**src/rtl/bresenham_line_pixel_generator_unit_assert.svh**
```systemverilog
// Assertion macros used by the line generator back end.
`ifndef BRESENHAM_LINE_PIXEL_GENERATOR_UNIT_ASSERT_SVH
`define BRESENHAM_LINE_PIXEL_GENERATOR_UNIT_ASSERT_SVH

// Same-cycle implication, disabled while reset is asserted.
`define BLPG_ASSERT_NOW(label, clk, rst_n, ante, cons, msg) \
	label: assert property (@(posedge clk) disable iff (!(rst_n)) (ante) |-> (cons)) \
		else $error(msg);

// Next-cycle implication, disabled while reset is asserted.
`define BLPG_ASSERT_NEXT(label, clk, rst_n, ante, cons, msg) \
	label: assert property (@(posedge clk) disable iff (!(rst_n)) (ante) |=> (cons)) \
		else $error(msg);

`endif

```
**src/rtl/blpg_pkg.sv**
```systemverilog
// Shared constants and types of the line pixel generator.
package blpg_pkg;

	localparam int ADDR_BITS   = 26;
	localparam int COLOR_BITS  = 24;
	localparam int RW_BITS     = 13;
	localparam int RW3_BITS    = RW_BITS + 2;
	localparam int QUEUE_DEPTH = 4;
	localparam int QPTR_BITS   = $clog2(QUEUE_DEPTH);

	localparam logic [RW_BITS-1:0]  RW_RESET  = 13'd640;
	localparam logic [RW3_BITS-1:0] RW3_RESET = 15'd1920;

	localparam logic OP_START = 1'b0;
	localparam logic OP_STEP  = 1'b1;

	typedef struct packed {
		logic full;
		logic empty;
	} q_status_t;

endpackage

```
**src/rtl/blpg_cmd_if.sv**
```systemverilog
// Command channel: one word starts a line or steps the running one.
interface blpg_cmd_if #(
	parameter int COORD_BITS = 12
);
	logic                  valid;
	logic                  ready;
	logic                  op;
	logic [COORD_BITS-1:0] start_x;
	logic [COORD_BITS-1:0] start_y;
	logic [COORD_BITS-1:0] end_x;
	logic [COORD_BITS-1:0] end_y;
	logic [7:0]            color_red;
	logic [7:0]            color_green;
	logic [7:0]            color_blue;

	modport source (
		output valid, op, start_x, start_y, end_x, end_y,
		       color_red, color_green, color_blue,
		input  ready
	);

	modport sink (
		input  valid, op, start_x, start_y, end_x, end_y,
		       color_red, color_green, color_blue,
		output ready
	);
endinterface

```
**src/rtl/blpg_pix_if.sv**
```systemverilog
// Pixel channel: one word per command, carrying the generated pixel, or none for an idle step.
interface blpg_pix_if #(
	parameter int COORD_BITS = 12
);
	logic                  valid;
	logic                  ready;
	logic                  pixel_valid;
	logic [COORD_BITS-1:0] pixel_x;
	logic [COORD_BITS-1:0] pixel_y;
	logic [25:0]           pixel_address;
	logic [7:0]            pixel_red;
	logic [7:0]            pixel_green;
	logic [7:0]            pixel_blue;
	logic                  last_pixel;

	modport source (
		output valid, pixel_valid, pixel_x, pixel_y, pixel_address,
		       pixel_red, pixel_green, pixel_blue, last_pixel,
		input  ready
	);

	modport sink (
		input  valid, pixel_valid, pixel_x, pixel_y, pixel_address,
		       pixel_red, pixel_green, pixel_blue, last_pixel,
		output ready
	);
endinterface

```
**src/rtl/blpg_queue.sv**
```systemverilog
// Small first-in first-out queue between the front and back ends.
module blpg_queue #(
	parameter int W = 113
) (
	input  logic                  clk,
	input  logic                  arst_n,
	input  logic                  push,
	input  logic [W-1:0]          push_data,
	input  logic                  pop,
	output logic [W-1:0]          pop_data,
	output blpg_pkg::q_status_t   status
);
	import blpg_pkg::*;

	logic [W-1:0]         entry_q [QUEUE_DEPTH];
	logic [QPTR_BITS-1:0] wr_ptr_q;
	logic [QPTR_BITS-1:0] rd_ptr_q;
	logic [QPTR_BITS:0]   count_q;

	always_ff @(posedge clk or negedge arst_n) begin
		if (!arst_n) begin
			wr_ptr_q <= '0;
			rd_ptr_q <= '0;
			count_q  <= '0;
		end else begin
			if (push)
				wr_ptr_q <= wr_ptr_q + 1'b1;
			if (pop)
				rd_ptr_q <= rd_ptr_q + 1'b1;
			if (push && !pop)
				count_q <= count_q + 1'b1;
			else if (pop && !push)
				count_q <= count_q - 1'b1;
		end
	end

	always_ff @(posedge clk) begin
		if (push)
			entry_q[wr_ptr_q] <= push_data;
	end

	assign pop_data     = entry_q[rd_ptr_q];
	assign status.full  = (count_q == (QPTR_BITS+1)'(QUEUE_DEPTH));
	assign status.empty = (count_q == '0);
endmodule

```
**src/rtl/blpg_front.sv**
```systemverilog
// Front end: takes command words and works out the line set-up for starts.
module blpg_front #(
	parameter int  COORD_BITS = 12,
	localparam int EW         = 7 * COORD_BITS + 29
) (
	blpg_cmd_if.sink             cmd,
	input  blpg_pkg::q_status_t  q_status,
	output logic                 push,
	output logic [EW-1:0]        push_data
);
	import blpg_pkg::*;

	localparam int ET = COORD_BITS + 2;

	typedef struct packed {
		logic                  op;
		logic [COORD_BITS-1:0] sx;
		logic [COORD_BITS-1:0] sy;
		logic [COORD_BITS-1:0] ex;
		logic [COORD_BITS-1:0] ey;
		logic [COORD_BITS-1:0] dx;
		logic [COORD_BITS-1:0] dy;
		logic                  negx;
		logic                  negy;
		logic signed [ET-1:0]  err;
		logic [COLOR_BITS-1:0] color;
	} entry_t;

	entry_t ent;
	logic   x_up;
	logic   y_up;

	always_comb begin
		x_up      = cmd.start_x < cmd.end_x;
		y_up      = cmd.start_y < cmd.end_y;
		ent.op    = cmd.op;
		ent.sx    = cmd.start_x;
		ent.sy    = cmd.start_y;
		ent.ex    = cmd.end_x;
		ent.ey    = cmd.end_y;
		ent.dx    = x_up ? (cmd.end_x - cmd.start_x) : (cmd.start_x - cmd.end_x);
		ent.dy    = y_up ? (cmd.end_y - cmd.start_y) : (cmd.start_y - cmd.end_y);
		ent.negx  = !x_up;
		ent.negy  = !y_up;
		// The error term starts at half the major delta, negative unless dx exceeds dy.
		if (ent.dx > ent.dy)
			ent.err = signed'({2'b00, ent.dx >> 1});
		else
			ent.err = -signed'({2'b00, ent.dy >> 1});
		ent.color = {cmd.color_red, cmd.color_green, cmd.color_blue};
	end

	assign cmd.ready = !q_status.full;
	assign push      = cmd.valid && !q_status.full;
	assign push_data = ent;
endmodule

```
**src/rtl/blpg_back.sv**
```systemverilog
// Back end: runs the line stepper and computes the framebuffer byte offset.
`include "bresenham_line_pixel_generator_unit_assert.svh"

module blpg_back #(
	parameter int  COORD_BITS = 12,
	localparam int EW         = 7 * COORD_BITS + 29
) (
	input  logic                          clk,
	input  logic                          arst_n,
	input  logic [EW-1:0]                 q_data,
	input  blpg_pkg::q_status_t           q_status,
	output logic                          pop,
	input  logic [blpg_pkg::RW3_BITS-1:0] rw3,
	blpg_pix_if.source                    pix
);
	import blpg_pkg::*;

	localparam int ET       = COORD_BITS + 2;
	localparam int SUM_BITS = COORD_BITS + RW3_BITS + 1;
	localparam int AW       = (SUM_BITS > ADDR_BITS) ? SUM_BITS : ADDR_BITS;

	typedef struct packed {
		logic                  op;
		logic [COORD_BITS-1:0] sx;
		logic [COORD_BITS-1:0] sy;
		logic [COORD_BITS-1:0] ex;
		logic [COORD_BITS-1:0] ey;
		logic [COORD_BITS-1:0] dx;
		logic [COORD_BITS-1:0] dy;
		logic                  negx;
		logic                  negy;
		logic signed [ET-1:0]  err;
		logic [COLOR_BITS-1:0] color;
	} entry_t;

	entry_t ent;

	// Line state
	logic                  active_q;
	logic [COORD_BITS-1:0] cur_x_q, cur_y_q, tgt_x_q, tgt_y_q, dx_q, dy_q;
	logic                  negx_q, negy_q;
	logic signed [ET-1:0]  err_q;
	logic [COLOR_BITS-1:0] color_q;

	// Step computation
	logic signed [ET-1:0]  sdx, sdy, err_nxt;
	logic                  go_x, go_y;
	logic [COORD_BITS-1:0] x_nxt, y_nxt;
	logic                  is_start, start_last, step_last;

	// Result of the word being popped
	logic                  res_pv, res_last;
	logic [COORD_BITS-1:0] res_x, res_y;
	logic [COLOR_BITS-1:0] res_color;

	// Pipeline
	logic                  v_s1, pv_s1, last_s1;
	logic [COORD_BITS-1:0] x_s1, y_s1;
	logic [COLOR_BITS-1:0] color_s1;
	logic                  v_s2, pv_s2, last_s2;
	logic [COORD_BITS-1:0] x_s2, y_s2;
	logic [ADDR_BITS-1:0]  addr_s2;
	logic [COLOR_BITS-1:0] color_s2;
	logic                  adv1, adv2;
	logic [AW-1:0]         addr_full;

	assign ent  = entry_t'(q_data);
	assign adv2 = !v_s2 || pix.ready;
	assign adv1 = !v_s1 || adv2;
	assign pop  = !q_status.empty && adv1;

	always_comb begin
		sdx     = signed'({2'b00, dx_q});
		sdy     = signed'({2'b00, dy_q});
		go_x    = err_q > -sdx;
		go_y    = err_q < sdy;
		err_nxt = err_q - (go_x ? sdy : '0) + (go_y ? sdx : '0);
		x_nxt   = cur_x_q;
		y_nxt   = cur_y_q;
		if (go_x)
			x_nxt = negx_q ? cur_x_q - 1'b1 : cur_x_q + 1'b1;
		if (go_y)
			y_nxt = negy_q ? cur_y_q - 1'b1 : cur_y_q + 1'b1;
		step_last  = (x_nxt == tgt_x_q) && (y_nxt == tgt_y_q);
		is_start   = (ent.op == OP_START);
		start_last = (ent.sx == ent.ex) && (ent.sy == ent.ey);
	end

	always_comb begin
		res_pv    = 1'b0;
		res_last  = 1'b0;
		res_x     = '0;
		res_y     = '0;
		res_color = '0;
		priority if (is_start) begin
			res_pv    = 1'b1;
			res_last  = start_last;
			res_x     = ent.sx;
			res_y     = ent.sy;
			res_color = ent.color;
		end else if (active_q) begin
			res_pv    = 1'b1;
			res_last  = step_last;
			res_x     = x_nxt;
			res_y     = y_nxt;
			res_color = color_q;
		end
	end

	always_ff @(posedge clk or negedge arst_n) begin
		if (!arst_n) begin
			active_q <= 1'b0;
			v_s1     <= 1'b0;
			v_s2     <= 1'b0;
		end else begin
			if (pop) begin
				if (is_start)
					active_q <= !start_last;
				else if (active_q && step_last)
					active_q <= 1'b0;
			end
			if (adv1)
				v_s1 <= pop;
			if (adv2)
				v_s2 <= v_s1;
		end
	end

	always_ff @(posedge clk) begin
		if (pop) begin
			if (is_start) begin
				cur_x_q <= ent.sx;
				cur_y_q <= ent.sy;
				tgt_x_q <= ent.ex;
				tgt_y_q <= ent.ey;
				dx_q    <= ent.dx;
				dy_q    <= ent.dy;
				negx_q  <= ent.negx;
				negy_q  <= ent.negy;
				err_q   <= ent.err;
				color_q <= ent.color;
			end else if (active_q) begin
				cur_x_q <= x_nxt;
				cur_y_q <= y_nxt;
				err_q   <= err_nxt;
			end
		end
		if (adv1) begin
			pv_s1    <= res_pv;
			last_s1  <= res_last;
			x_s1     <= res_x;
			y_s1     <= res_y;
			color_s1 <= res_color;
		end
		if (adv2) begin
			pv_s2    <= pv_s1;
			last_s2  <= last_s1;
			x_s2     <= x_s1;
			y_s2     <= y_s1;
			color_s2 <= color_s1;
			addr_s2  <= addr_full[ADDR_BITS-1:0];
		end
	end

	// Byte offset: x*3 + y*(row_width*3), wrapped to the address width.
	assign addr_full = AW'(y_s1) * AW'(rw3) + AW'(x_s1) + (AW'(x_s1) << 1);

	assign pix.valid         = v_s2;
	assign pix.pixel_valid   = pv_s2;
	assign pix.pixel_x       = x_s2;
	assign pix.pixel_y       = y_s2;
	assign pix.pixel_address = addr_s2;
	assign pix.pixel_red     = color_s2[23:16];
	assign pix.pixel_green   = color_s2[15:8];
	assign pix.pixel_blue    = color_s2[7:0];
	assign pix.last_pixel    = last_s2;

	`BLPG_ASSERT_NOW(a_active_not_at_end, clk, arst_n, active_q,
		!((cur_x_q == tgt_x_q) && (cur_y_q == tgt_y_q)), "active line sits on its endpoint")
	`BLPG_ASSERT_NEXT(a_last_ends_line, clk, arst_n, pop && res_last, !active_q,
		"line still active after its last pixel")
	`BLPG_ASSERT_NOW(a_idle_word_zero, clk, arst_n, v_s1 && !pv_s1,
		(x_s1 == '0) && (y_s1 == '0) && !last_s1 && (color_s1 == '0),
		"idle step word carries non-zero fields")
endmodule

```
**src/rtl/bresenham_line_pixel_generator_unit.sv**
```systemverilog
// Latency: an accepted command word passes through the queue and the registered stages s1 and s2.
// Throughput: one command word per clock while the output is not stalled; a four-entry queue
// lets the front keep accepting while the output is stalled, until the queue is full.
// Reset clears the queue, the pipeline valid flags and the line-active flag, and sets the
// row width to 640 pixels.
// Top level of the line pixel generator.
module bresenham_line_pixel_generator_unit #(
	parameter int COORD_BITS = 12
) (
	input  logic                         clk,
	input  logic                         arst_n,
	input  logic                         cfg_wr_en,
	input  logic [blpg_pkg::RW_BITS-1:0] cfg_wr_data,
	blpg_cmd_if.sink                     cmd,
	blpg_pix_if.source                   pix
);
	import blpg_pkg::*;

	localparam int EW = 7 * COORD_BITS + 29;

	// The row width is kept premultiplied by three bytes per pixel, so that the address stage needs
	// only one multiplier. The user must write it while the block idles; the block does not check this.
	logic [RW3_BITS-1:0] rw3_q;

	always_ff @(posedge clk or negedge arst_n) begin
		if (!arst_n) begin
			rw3_q <= RW3_RESET;
		end else if (cfg_wr_en) begin
			rw3_q <= {2'b00, cfg_wr_data} + {1'b0, cfg_wr_data, 1'b0};
		end
	end

	// The front works out deltas, step directions and the initial error term
	// of a start word and pushes every command word into the queue.
	logic          push;
	logic [EW-1:0] push_data;
	logic          pop;
	logic [EW-1:0] pop_data;
	q_status_t     q_status;

	blpg_front #(
		.COORD_BITS (COORD_BITS)
	) u_front (
		.cmd       (cmd),
		.q_status  (q_status),
		.push      (push),
		.push_data (push_data)
	);

	blpg_queue #(
		.W (EW)
	) u_queue (
		.clk       (clk),
		.arst_n    (arst_n),
		.push      (push),
		.push_data (push_data),
		.pop       (pop),
		.pop_data  (pop_data),
		.status    (q_status)
	);

	// The back holds the line state, steps it once per popped word and
	// registers the pixel, then forms the byte offset in the output stage.
	blpg_back #(
		.COORD_BITS (COORD_BITS)
	) u_back (
		.clk      (clk),
		.arst_n   (arst_n),
		.q_data   (pop_data),
		.q_status (q_status),
		.pop      (pop),
		.rw3      (rw3_q),
		.pix      (pix)
	);
endmodule

```
**src/flat_wrapper.sv**
```systemverilog
// flat-port wrapper written by rule: the top's interface ports become plain ports
module bresenham_line_pixel_generator_unit_flat import blpg_pkg::*;
#(
	parameter int COORD_BITS = 12
)
  (clk, arst_n, cfg_wr_en, cfg_wr_data, cmd_valid, cmd_op, cmd_start_x, cmd_start_y, cmd_end_x, cmd_end_y, cmd_color_red, cmd_color_green, cmd_color_blue, cmd_ready, pix_valid, pix_pixel_valid, pix_pixel_x, pix_pixel_y, pix_pixel_address, pix_pixel_red, pix_pixel_green, pix_pixel_blue, pix_last_pixel, pix_ready);
  blpg_cmd_if #(.COORD_BITS(COORD_BITS)) cmd_i ();
  blpg_pix_if #(.COORD_BITS(COORD_BITS)) pix_i ();
  input  logic clk;
  input  logic arst_n;
  input  logic cfg_wr_en;
  input  logic [blpg_pkg::RW_BITS-1:0] cfg_wr_data;
  input wire logic [$bits(cmd_i.valid)-1:0] cmd_valid;
  input wire logic [$bits(cmd_i.op)-1:0] cmd_op;
  input wire logic [$bits(cmd_i.start_x)-1:0] cmd_start_x;
  input wire logic [$bits(cmd_i.start_y)-1:0] cmd_start_y;
  input wire logic [$bits(cmd_i.end_x)-1:0] cmd_end_x;
  input wire logic [$bits(cmd_i.end_y)-1:0] cmd_end_y;
  input wire logic [$bits(cmd_i.color_red)-1:0] cmd_color_red;
  input wire logic [$bits(cmd_i.color_green)-1:0] cmd_color_green;
  input wire logic [$bits(cmd_i.color_blue)-1:0] cmd_color_blue;
  output wire logic [$bits(cmd_i.ready)-1:0] cmd_ready;
  output wire logic [$bits(pix_i.valid)-1:0] pix_valid;
  output wire logic [$bits(pix_i.pixel_valid)-1:0] pix_pixel_valid;
  output wire logic [$bits(pix_i.pixel_x)-1:0] pix_pixel_x;
  output wire logic [$bits(pix_i.pixel_y)-1:0] pix_pixel_y;
  output wire logic [$bits(pix_i.pixel_address)-1:0] pix_pixel_address;
  output wire logic [$bits(pix_i.pixel_red)-1:0] pix_pixel_red;
  output wire logic [$bits(pix_i.pixel_green)-1:0] pix_pixel_green;
  output wire logic [$bits(pix_i.pixel_blue)-1:0] pix_pixel_blue;
  output wire logic [$bits(pix_i.last_pixel)-1:0] pix_last_pixel;
  input wire logic [$bits(pix_i.ready)-1:0] pix_ready;
  assign cmd_i.valid = cmd_valid;
  assign cmd_i.op = cmd_op;
  assign cmd_i.start_x = cmd_start_x;
  assign cmd_i.start_y = cmd_start_y;
  assign cmd_i.end_x = cmd_end_x;
  assign cmd_i.end_y = cmd_end_y;
  assign cmd_i.color_red = cmd_color_red;
  assign cmd_i.color_green = cmd_color_green;
  assign cmd_i.color_blue = cmd_color_blue;
  assign cmd_ready = cmd_i.ready;
  assign pix_valid = pix_i.valid;
  assign pix_pixel_valid = pix_i.pixel_valid;
  assign pix_pixel_x = pix_i.pixel_x;
  assign pix_pixel_y = pix_i.pixel_y;
  assign pix_pixel_address = pix_i.pixel_address;
  assign pix_pixel_red = pix_i.pixel_red;
  assign pix_pixel_green = pix_i.pixel_green;
  assign pix_pixel_blue = pix_i.pixel_blue;
  assign pix_last_pixel = pix_i.last_pixel;
  assign pix_i.ready = pix_ready;
  bresenham_line_pixel_generator_unit #(.COORD_BITS(COORD_BITS)) u_core (.clk(clk), .arst_n(arst_n), .cfg_wr_en(cfg_wr_en), .cfg_wr_data(cfg_wr_data), .cmd(cmd_i), .pix(pix_i));
endmodule
```
**config.mk**
```make
export PLATFORM = sky130hd
export DESIGN_NAME = bresenham_line_pixel_generator_unit_flat
export DESIGN_NICKNAME = d
export VERILOG_FILES = /design/src/rtl/blpg_pkg.sv /design/src/rtl/blpg_cmd_if.sv /design/src/rtl/blpg_pix_if.sv /design/src/rtl/blpg_queue.sv /design/src/rtl/blpg_front.sv /design/src/rtl/blpg_back.sv /design/src/rtl/bresenham_line_pixel_generator_unit.sv /design/src/flat_wrapper.sv
export VERILOG_INCLUDE_DIRS = /design/src /design/src/rtl
export SDC_FILE = /design/constraint.sdc
export NUM_CORES = 1
export LEC_CHECK = 0
export BUFFER_PORTS_ARGS = -buffer_cell sky130_fd_sc_hd__buf_2
export CAP_MARGIN = 0
export CORE_MARGIN = 4
export CORE_UTILIZATION = 60
export DETAILED_ROUTE_END_ITERATION = 10
export PLACE_DENSITY_LB_ADDON = 0.05
export SLEW_MARGIN = 5
export SYNTH_ARGS = -nofsm -noshare
export SYNTH_HDL_FRONTEND = slang
export SYNTH_HIERARCHICAL = 1
export SYNTH_SLANG_ARGS = --single-unit
```
**constraint.sdc**
```tcl
create_clock -name clk -period 8.5 [get_ports clk]
set_input_delay 1.275 -clock clk [delete_from_list [all_inputs] [get_ports clk]]
set_output_delay 1.275 -clock clk [all_outputs]
set_load 0.005 [all_outputs]
```
==> results of run 1 <==
-- placed cells by master (no fill, tap or decap), drive strengths merged, types with 20 or more instances in the layout --
master and n:
nand2 183, mux2i 25, nand2b 26, and2 131, a22o 26, a21o 39
nand4 22, fa 170, a211oi 20, dfrtp 21, a21oi 101, mux4 113
ha 226, nor2 103, clkbuf 91, inv 340, o21ai 72, clkinv 36
nor3 38, xnor2 81, buf 196, edfxtp 690, mux2 25, nand3 33
xor2 56, nor2b 21
-- through the flow --
stage	util	instance area, sq um	worst slack [ns]
global route	0.663	43900	1.03
finish	0.664	43900	1.42
global placement	0.628	41600	1.60
CTS	0.663	43900	1.50
detailed placement	0.628	41600	1.49
floorplan	-	40400	1.99
-- worst reg2reg max path, stage by stage (launching register included) --
cell	delay (ns)
edfxtp_1	0.44
or4_1	0.59
nor3_1	0.21
nor4b_1	0.57
nand2_1	0.18
xnor2_1	0.18
ha_1	0.19
a211o_1	0.31
a2111oi_0	0.68
a21oi_4	0.19
and2_1	0.24
fa_1	0.56
inv_1	0.06
ha_1	0.28
a21o_1	0.15
a21oi_1	0.22
o21ai_0	0.11
a21oi_1	0.28
o21ai_0	0.30
a21boi_0	0.42
o21bai_1	0.14
nand3_1	0.10
or3b_2	0.44
-- synthesized netlist by cell type, drive strengths merged (22+ instances only) --
cell type / number / share of area
edfxtp: 690 / 0.51
inv: 337 / 0.031
ha: 226 / 0.070
nand2: 183 / 0.017
fa: 170 / 0.084
and2: 131 / 0.020
mux4: 113 / 0.063
buf: 107 / 0.020
nor2: 103 / 0.010
a21oi: 101 / 0.014
xnor2: 81 / 0.018
o21ai: 72 / 0.0090
clkbuf: 61 / 0.0057
xor2: 56 / 0.012
a21o: 39 / 0.0073
nor3: 38 / 0.0051
nand3: 33 / 0.0041
a22o: 26 / 0.0056
nand2b: 26 / 0.0040
mux2: 25 / 0.0070
mux2i: 25 / 0.0063
nand4: 22 / 0.0034
-- cell families after synthesis --
group,Yosys count,synth area share
xor gates and xnor gates,140,0.0317
muxes,163,0.0762
AOI/OAI and AO/OA,408,0.0716
DFF,715,0.528
and+or+nand+nor,634,0.0810
buffers and inverters,505,0.0567
adders and majority gates,396,0.154
-- worst min-delay path by stage --
stage / endpoint / depth (start not counted) / start
floorplan: u_core/u_back/color_s2[0] / 0 / u_core/u_back/color_s1[0]
global placement: u_core/u_back/color_s2[8] / 0 / u_core/u_back/color_s1[8]
detailed placement: u_core/u_back/color_s2[9] / 0 / u_core/u_back/color_s1[9]
CTS: u_core/u_back/color_s2[9] / 0 / u_core/u_back/color_s1[9]
global route: u_core/u_back/color_s2[9] / 0 / u_core/u_back/color_s1[9]
finish: u_core/u_back/color_s2[9] / 0 / u_core/u_back/color_s1[9]
-- sequential cells by signal (all words and copies together), names as in the netlist, 14 cells and up --
signal                           count
u_core/u_back/pix.pixel_address     26
u_core/u_queue/entry_q             452
u_core/u_back/err_q                 14
u_core/u_back/color_s2              24
u_core/u_back/color_s1              24
u_core/u_back/color_q               24
u_core/rw3_q                        15
-- routing by layer --
layer	wire length (um)	track usage	vias to the layer above	share of wire
li1	-	-	10900	-
met4	2330	0.0747	0	0.025
met1	38900	0.356	12100	0.43
met2	45800	0.446	690	0.50
met5	0	0	-	0
met3	4500	0.0326	148	0.049
-- layout make-up --
| type | count | area [sq um] |
|---|---|---|
| fillers | 4817 | 22300 |
| flip-flops and latches | 715 | 21400 |
| multi-input cells | 1741 | 16800 |
| clock buffers | 91 | 1980 |
| inverters | 337 | 1270 |
| well taps | 864 | 1080 |
| repair buffers | 196 | 1050 |
| clock inverters | 45 | 377 |
| diodes | 8 | 20.0 |
==> run_results.csv, run 1 <==
group,metric,value,unit
placement,io_buffers,168,
placement,gp_congestion,0.909,
clock_network,ctsLongestPathBuffers,3,
synthesis,syn-num-nets,3448,
critical_path,r2r_end,"u_core/u_back/err_q[13]",
drt,wire_per_inst,22.9,um
timing,worst_clock_skew,0.0423,ns
timing,rsz0062_at_grt,"false",
critical_path,crit_slowest_cell,"a2111oi_0",
global_routing,grt_antenna_before_repair,6,
timing,slew_headroom,0.258,
die,die_width,267,um
clock_network,cts.sinks,715,
synthesis,synth_edf_count,690,
critical_path,reg2reg_depth,22,
timing,maxSlewViolCount,0,
synthesis,ys_types,104,
timing,hold_viol,0,
synthesis,avgSynthCellArea,13.6,sq um
critical_path,critical_path.max_stage_delay,0.68,ns
drt,finalWirelength,91.5,mm
placement,placed_cells,3853,
job,cap_violations,0,
critical_path,endpoint,"u_core/u_back/err_q[13]",
synthesis,async_reset_ff_frac,0.0350,
critical_path,crit_fanout,8,
timing,fmax,141,MHz
clock_network,cts_tree,"done",
drt,vias,23800,
global_routing,grt_max_degree,57,
clock_network,htreeDepth,3,
critical_path,setup.worst_path.start,"u_core/u_back/dx_q[3]",
drt,drt_first_pass_iters,5,
final_layout,syn2layout_area_growth,8.75,%
critical_path,path_buf_inv,1,
final_layout,nets,3554,
final_layout,fin_cells,3997,
timing,min_period,7.08,ns
die,die_y,267,um
clock_network,postCtsSetupBuffers,0,
critical_path,worst-path-stages,22,
timing,setup_violations,0,
die,dieArea,71500,sq um
global_routing,grt_pass1_vias,25000,
synthesis,yosys_warnings,6,
die,start_util,0.610,
drt,viasPerCell,5.95,
critical_path,crit_required,8.85,ns
min_path,min_path_type,"reg2reg",
drt,initialDrtViolationCount,1641,
timing,finalCritPeriodShare,0.833,
clock_network,cts_resized,0,
critical_path,worstSetupPathType,"reg2reg",
synthesis,seq_area_frac_synth,0.528,
synthesis,synth_flop_cell,"edfxtp_1",
critical_path,crit_path_end_kind,"register",
die,rows,94,
clock_network,hold_buffers,0,
drt,ant_nets,0,
global_routing,grt_pass1_wl,144,mm
critical_path,r2r_start,"u_core/u_back/dx_q[3]",
drt,route.detailed.drc,0,
clock_network,clock_latency,0.63,ns
global_routing,track_usage,0.260,
synthesis,netlist_instances,2961,
critical_path,crit_family,"compound AO/OA/AOI/OAI gates",
critical_path,cp_cell_sequence,"or4_1, nor3_1, nor4b_1, nand2_1, xnor2_1, ha_1, a211o_1, a2111oi_0, a21oi_4, and2_1, fa_1, inv_1, ha_1, a21o_1, a21oi_1, o21ai_0, a21oi_1, o21ai_0, a21boi_0, o21bai_1, nand3_1, or3b_2",
timing,holdWs,0.412,ns
synthesis,synth_area,40400,sq um
timing,worst_slew_pin_slew,1.09,ns
clock_network,cts_buffers,76,
timing,tns,0,ns
die,io_pins,169,
placement,place_hpwl,64.9,mm
critical_path,crit_path_start_kind,"register",
clock_network,path_clk_slew,0.06,ns
global_routing,grt-ovfl-total,0,
outcome,status,"completed",
critical_path,r2r_slack,1.42,ns
die,coreArea,66200,sq um
synthesis,ys_ff_latch,715,
final_layout,drive_gt1_frac,0.162,
clock_network,clockRootBuffer,"clkbuf_16",
critical_path,arrival,7.43,ns
Power of run 1 is not shown: default switching activity piles up to over one toggle a cycle in this logic, so the estimate is an artifact.
==> run 2: changes to the inputs <==
--- a/config.mk
+++ b/config.mk
@@ -9,7 +9,7 @@
 export BUFFER_PORTS_ARGS = -buffer_cell sky130_fd_sc_hd__buf_2
 export CAP_MARGIN = 0
 export CORE_MARGIN = 4
-export CORE_UTILIZATION = 60
+export CORE_UTILIZATION = 57
 export DETAILED_ROUTE_END_ITERATION = 10
 export PLACE_DENSITY_LB_ADDON = 0.05
 export SLEW_MARGIN = 5
==> constraint.sdc (replaced) <==
create_clock -name clk -period 6.2 [get_ports clk]
set_input_delay 0.93 -clock clk [delete_from_list [all_inputs] [get_ports clk]]
set_output_delay 0.93 -clock clk [all_outputs]
set_load 0.005 [all_outputs]
==> run 2 against run 1 <==
Against the previous run: non-clock buffer count up 100; worst hold slack worse by 0.11 ns; first-iteration DRC count down 8.8%; global-route usage down 1.0 points; cell area up 2.9%; flip-flop and latch count unchanged; sequential share of layout area down 1.4 points; maximum frequency up 15%; highest routed layer unchanged.
==> run_results.csv, run 2 (synthesized netlist as in run 1, its figures left out) <==
group,metric,value,unit
die,dieArea,75200,sq um
min_path,min_path_type,"in2async",
final_layout,syn2layout_area_growth,11.9,%
final_layout,nets,3654,
job,cap_violations,0,
global_routing,grt_antenna_before_repair,10,
timing,hold_viol,0,
final_layout,design_area,45200,sq um
clock_network,clock_latency,0.65,ns
critical_path,arrival,6.59,ns
final_layout,regMostFlops,"u_core/u_queue/entry_q",
die,die_y,274,um
timing,fin_ws,0.0559,ns
die,start_util,0.576,
timing,slew_headroom,0.284,
global_routing,grt_max_degree,77,
final_layout,final_cell_mix,"edfxtp_1, inv_1, ha_1",
die,rows,97,
global_routing,grt_pass1_vias,25400,
outcome,status,"completed",
global_routing,grt-ovfl-total,0,
timing,rsz0062_at_grt,"true",
critical_path,critical_path.max_stage_delay,0.54,ns
die,coreArea,70100,sq um
critical_path,crit_path_start_kind,"register",
timing,setup_violations,0,
placement,place_hpwl,67.0,mm
die,die_width,274,um
critical_path,crit_required,6.65,ns
critical_path,worstSetupPathType,"reg2reg",
die,io_pins,169,
critical_path,path_buf_inv,6,
clock_network,htreeDepth,3,
global_routing,grt_pass1_wl,145,mm
critical_path,cp_cell_sequence,"buf_6, buf_6, and2_4, fa_1, inv_1, fa_1, inv_2, fa_1, fa_1, fa_1, inv_2, fa_1, inv_2, ha_4, or4_4, a21oi_4, o31ai_4, a41oi_2, a21oi_2, or4_1, nand4_1",
timing,worst_clock_skew,0.0525,ns
placement,place_area,42300,sq um
timing,maxSlewViolCount,0,
global_routing,track_usage,0.250,
drt,ant_nets,0,
drt,viasPerCell,5.80,
final_layout,mostFrequentLayoutCell,"edfxtp_1",
placement,gp_congestion,0.910,
critical_path,crit_slowest_cell,"fa_1",
clock_network,clockRootBuffer,"clkbuf_16",
drt,drt_first_pass_iters,5,
clock_network,ctsLongestPathBuffers,3,
drt,initialDrtViolationCount,1496,
timing,tns,0,ns
final_layout,drive_gt1_frac,0.206,
timing,finalCritPeriodShare,0.991,
clock_network,cts_buffers,76,
drt,finalWirelength,92.3,mm
clock_network,cts.sinks,715,
drt,route.detailed.drc,0,
timing,worst_slew_pin_slew,1.07,ns
critical_path,crit_fanout,6,
critical_path,crit_family,"adder cells",
placement,place_ws,-0.0997,ns
critical_path,crit_path_end_kind,"register",
clock_network,path_clk_slew,0.06,ns
drt,vias,24200,
critical_path,crit_top_cell,"fa_1",
timing,min_period,6.14,ns
placement,io_buffers,168,
drt,wire_per_inst,22.1,um
timing,fmax,163,MHz
clock_network,cts_tree,"done",
final_layout,largest_reg_flops,452,
==> run 2: per-layer routing <==
layer / track usage / vias to the layer above / wire length [um]
met5: 0 / - / 0
met4: 0.0753 / 0 / 2450
met3: 0.0312 / 151 / 3910
met2: 0.416 / 623 / 45700
met1: 0.349 / 12400 / 40200
li1: - / 11100 / -
==> run 2: stage by stage <==
stage,std cells,util,hold WS [ns]
after CTS,4152,0.639,0.287
final,4175,0.645,0.302
after global routing,4174,0.645,0.319
after floorplan,2961,-,0.400
after detailed placement,4012,0.603,0.406
after global placement,4012,0.603,0.401
==> run 2: path summary, 6_finish.rpt <==
check,startpoint,to,slack [ns],depth (start not counted)
max reg2reg,u_core/u_back/y_s1[0],u_core/u_back/pix.pixel_address[25],0.06,21
max,u_core/u_back/y_s1[0],u_core/u_back/pix.pixel_address[25],0.06,21
min in group clk,u_core/u_back/color_s1[12],u_core/u_back/color_s2[12],0.40,0
min reg2reg,u_core/u_back/color_s1[12],u_core/u_back/color_s2[12],0.40,0
min,arst_n,u_core/u_queue/wr_ptr_q[0],0.30,1
max in group asynchronous,arst_n,u_core/u_queue/rd_ptr_q[0],5.41,1
==> run 2: cell type report <==
type	count	area, sq um
Sequential cell	715	21400
Timing Repair Buffer	296	1870
Clock inverter	45	474
Antenna cell	9	22.5
Fill cell	5276	24900
Tap cell	940	1180
Inverter	337	1270
Multi-Input combinational cell	1741	17100
Clock buffer	92	1960
==> run 2: timing repair <==
item,in CTS,in global routing
hold buffers,0,0
endpoints found under the setup margin,6,17
resized for setup,12,68
hold endpoints to repair,0,0
pin swaps,8,35
setup buffers,3,14
Power of run 2 is left out for the same reason.
==> run 3: changes to the inputs <==
--- a/config.mk
+++ b/config.mk
@@ -9,7 +9,8 @@
 export BUFFER_PORTS_ARGS = -buffer_cell sky130_fd_sc_hd__buf_2
 export CAP_MARGIN = 0
 export CORE_MARGIN = 4
-export CORE_UTILIZATION = 57
+export CORE_UTILIZATION = 49
+export CTS_BUF_LIST = sky130_fd_sc_hd__clkbuf_4 sky130_fd_sc_hd__clkbuf_8
 export DETAILED_ROUTE_END_ITERATION = 10
 export PLACE_DENSITY_LB_ADDON = 0.05
 export SLEW_MARGIN = 5
==> run 3 against run 2 <==
Against the previous run: setup slack better by 0.046 ns; cell count up 4.8%; register-to-register slack better by 0.05 ns; die area up 16%; critical path depth down 2; first-iteration DRC count up 2.0%; clock skew up 0.0076 ns; via count down 0.23%.
==> run_results.csv, run 3 (synthesized netlist as in run 1, its figures left out) <==
group,metric,value,unit
drt,drt_first_pass_iters,5,
die,die_width,295,um
critical_path,crit_fanout,6,
timing,maxSlewViolCount,0,
drt,viasPerCell,5.52,
job,cap_violations,0,
die,dieArea,87100,sq um
clock_network,cts_tree,"done",
clock_network,path_clk_slew,0.07,ns
global_routing,grt_pass1_vias,25200,
die,die_y,295,um
timing,min_period,6.10,ns
timing,worst_clock_skew,0.0601,ns
global_routing,track_usage,0.224,
drt,initialDrtViolationCount,1526,
critical_path,worstSetupPathType,"reg2reg",
drt,route.detailed.drc,0,
outcome,status,"completed",
drt,ant_nets,0,
global_routing,grt_max_degree,78,
timing,setup_violations,0,
final_layout,drive_gt1_frac,0.224,
clock_network,clockRootBuffer,"clkbuf_8",
timing,worst_slew_pin_slew,1.02,ns
critical_path,crit_path_end_kind,"register",
clock_network,hold_buffers,0,
clock_network,htreeDepth,3,
global_routing,grt-ovfl-total,0,
timing,rsz0062_at_grt,"true",
die,start_util,0.494,
die,rows,105,
final_layout,regMostFlops,"u_core/u_queue/entry_q",
timing,slew_headroom,0.319,
timing,finalCritPeriodShare,0.984,
critical_path,arrival,6.71,ns
clock_network,cts_buffers,115,
drt,wire_per_inst,22.2,um
timing,fmax,164,MHz
final_layout,mostFrequentLayoutCell,"edfxtp_1",
timing,holdWs,0.195,ns
min_path,min_path_type,"in2async",
clock_network,clock_latency,0.75,ns
drt,finalWirelength,97.0,mm
final_layout,syn2layout_area_growth,12.3,%
placement,place_hpwl,70.4,mm
clock_network,cts.sinks,715,
global_routing,grt_pass1_wl,149,mm
final_layout,final_cell_mix,"edfxtp_1, inv_1, ha_1",
placement,gp_congestion,0.872,
die,coreArea,81800,sq um
final_layout,nets,3701,
clock_network,ctsLongestPathBuffers,3,
global_routing,grt_antenna_before_repair,7,
placement,io_buffers,168,
timing,hold_viol,0,
die,io_pins,169,
final_layout,largest_reg_flops,452,
drt,vias,24200,
critical_path,crit_path_start_kind,"register",
critical_path,crit_required,6.82,ns
## run 3: changes by cell type in the layout (fill, tap and decap cells not counted), sizes merged
cell,change
clkbuf,+71
buf,+8
clkinvlp,-4
diode,-4
clkinv,-2
bufinv,+1
inv,-1
## run 3: worst max-delay path: stages (launching register included)
cell and delay (ns):
edfxtp_1 0.51, buf_4 0.18, nand2_1 0.08, fa_1 0.50, fa_1 0.52, inv_1 0.05
fa_1 0.48, fa_1 0.52, fa_1 0.54, inv_1 0.05, fa_1 0.51, inv_1 0.05
ha_2 0.18, or4_4 0.53, a21oi_4 0.19, o31ai_4 0.11, a41oi_2 0.26, a21oi_2 0.09
or4_1 0.53, nand4_1 0.09
## run 3: per-stage QoR
stage / cell area (sq um) / worst slack, ns / setup TNS (ns) / util / cells
global route: 45400 / -0.0309 / -0.0573 / 0.554 / 4374
finish: 45400 / 0.102 / 0 / 0.554 / 4374
CTS: 45100 / -0.000430 / -0.000430 / 0.551 / 4363
floorplan: 40400 / 0.0311 / 0 / - / 2961
detailed placement: 42600 / -0.159 / -0.475 / 0.521 / 4158
global placement: 42600 / -0.126 / -0.275 / 0.521 / 4158
## run 3: final timing paths
check / from / end / slack [ns] / depth (start not counted)
max: u_core/u_back/y_s1[5] / u_core/u_back/pix.pixel_address[25] / 0.10 / 19
min: arst_n / u_core/rw3_q[14] / 0.19 / 1
max reg2reg: u_core/u_back/y_s1[5] / u_core/u_back/pix.pixel_address[25] / 0.10 / 19
min reg2reg: u_core/u_back/color_s1[8] / u_core/u_back/color_s2[8] / 0.42 / 0
max in group asynchronous: arst_n / u_core/u_queue/rd_ptr_q[1] / 5.47 / 1
min in group clk: cmd_color_green[2] / u_core/u_queue/entry_q[0][10] / 0.41 / 1
## run 3: layer usage
| metal | up-vias | wire, um | track usage |
|---|---|---|---|
| li1 | 11200 | - | - |
| met3 | 167 | 4110 | 0.0280 |
| met5 | - | 0 | 0 |
| met4 | 0 | 3150 | 0.0755 |
| met2 | 572 | 49000 | 0.391 |
| met1 | 12300 | 40800 | 0.292 |
## run 3: repair_timing
action	in CTS	in global routing
resized for setup	14	60
setup endpoints to repair	7	14
buffers inserted	3	6
pin swaps	2	41
## run 3: area by class of cell
| cell class | count | area [sq um] |
|---|---|---|
| Clock inverter | 39 | 394 |
| Antenna cell | 5 | 12.5 |
| Tap cell | 1070 | 1340 |
| Clock buffer | 163 | 1970 |
| Inverter | 337 | 1270 |
| Multi-Input combinational cell | 1741 | 17100 |
| Fill cell | 6779 | 36500 |
| Sequential cell | 715 | 21400 |
| Timing Repair Buffer | 304 | 1930 |
Power of run 3 is left out for the same reason.
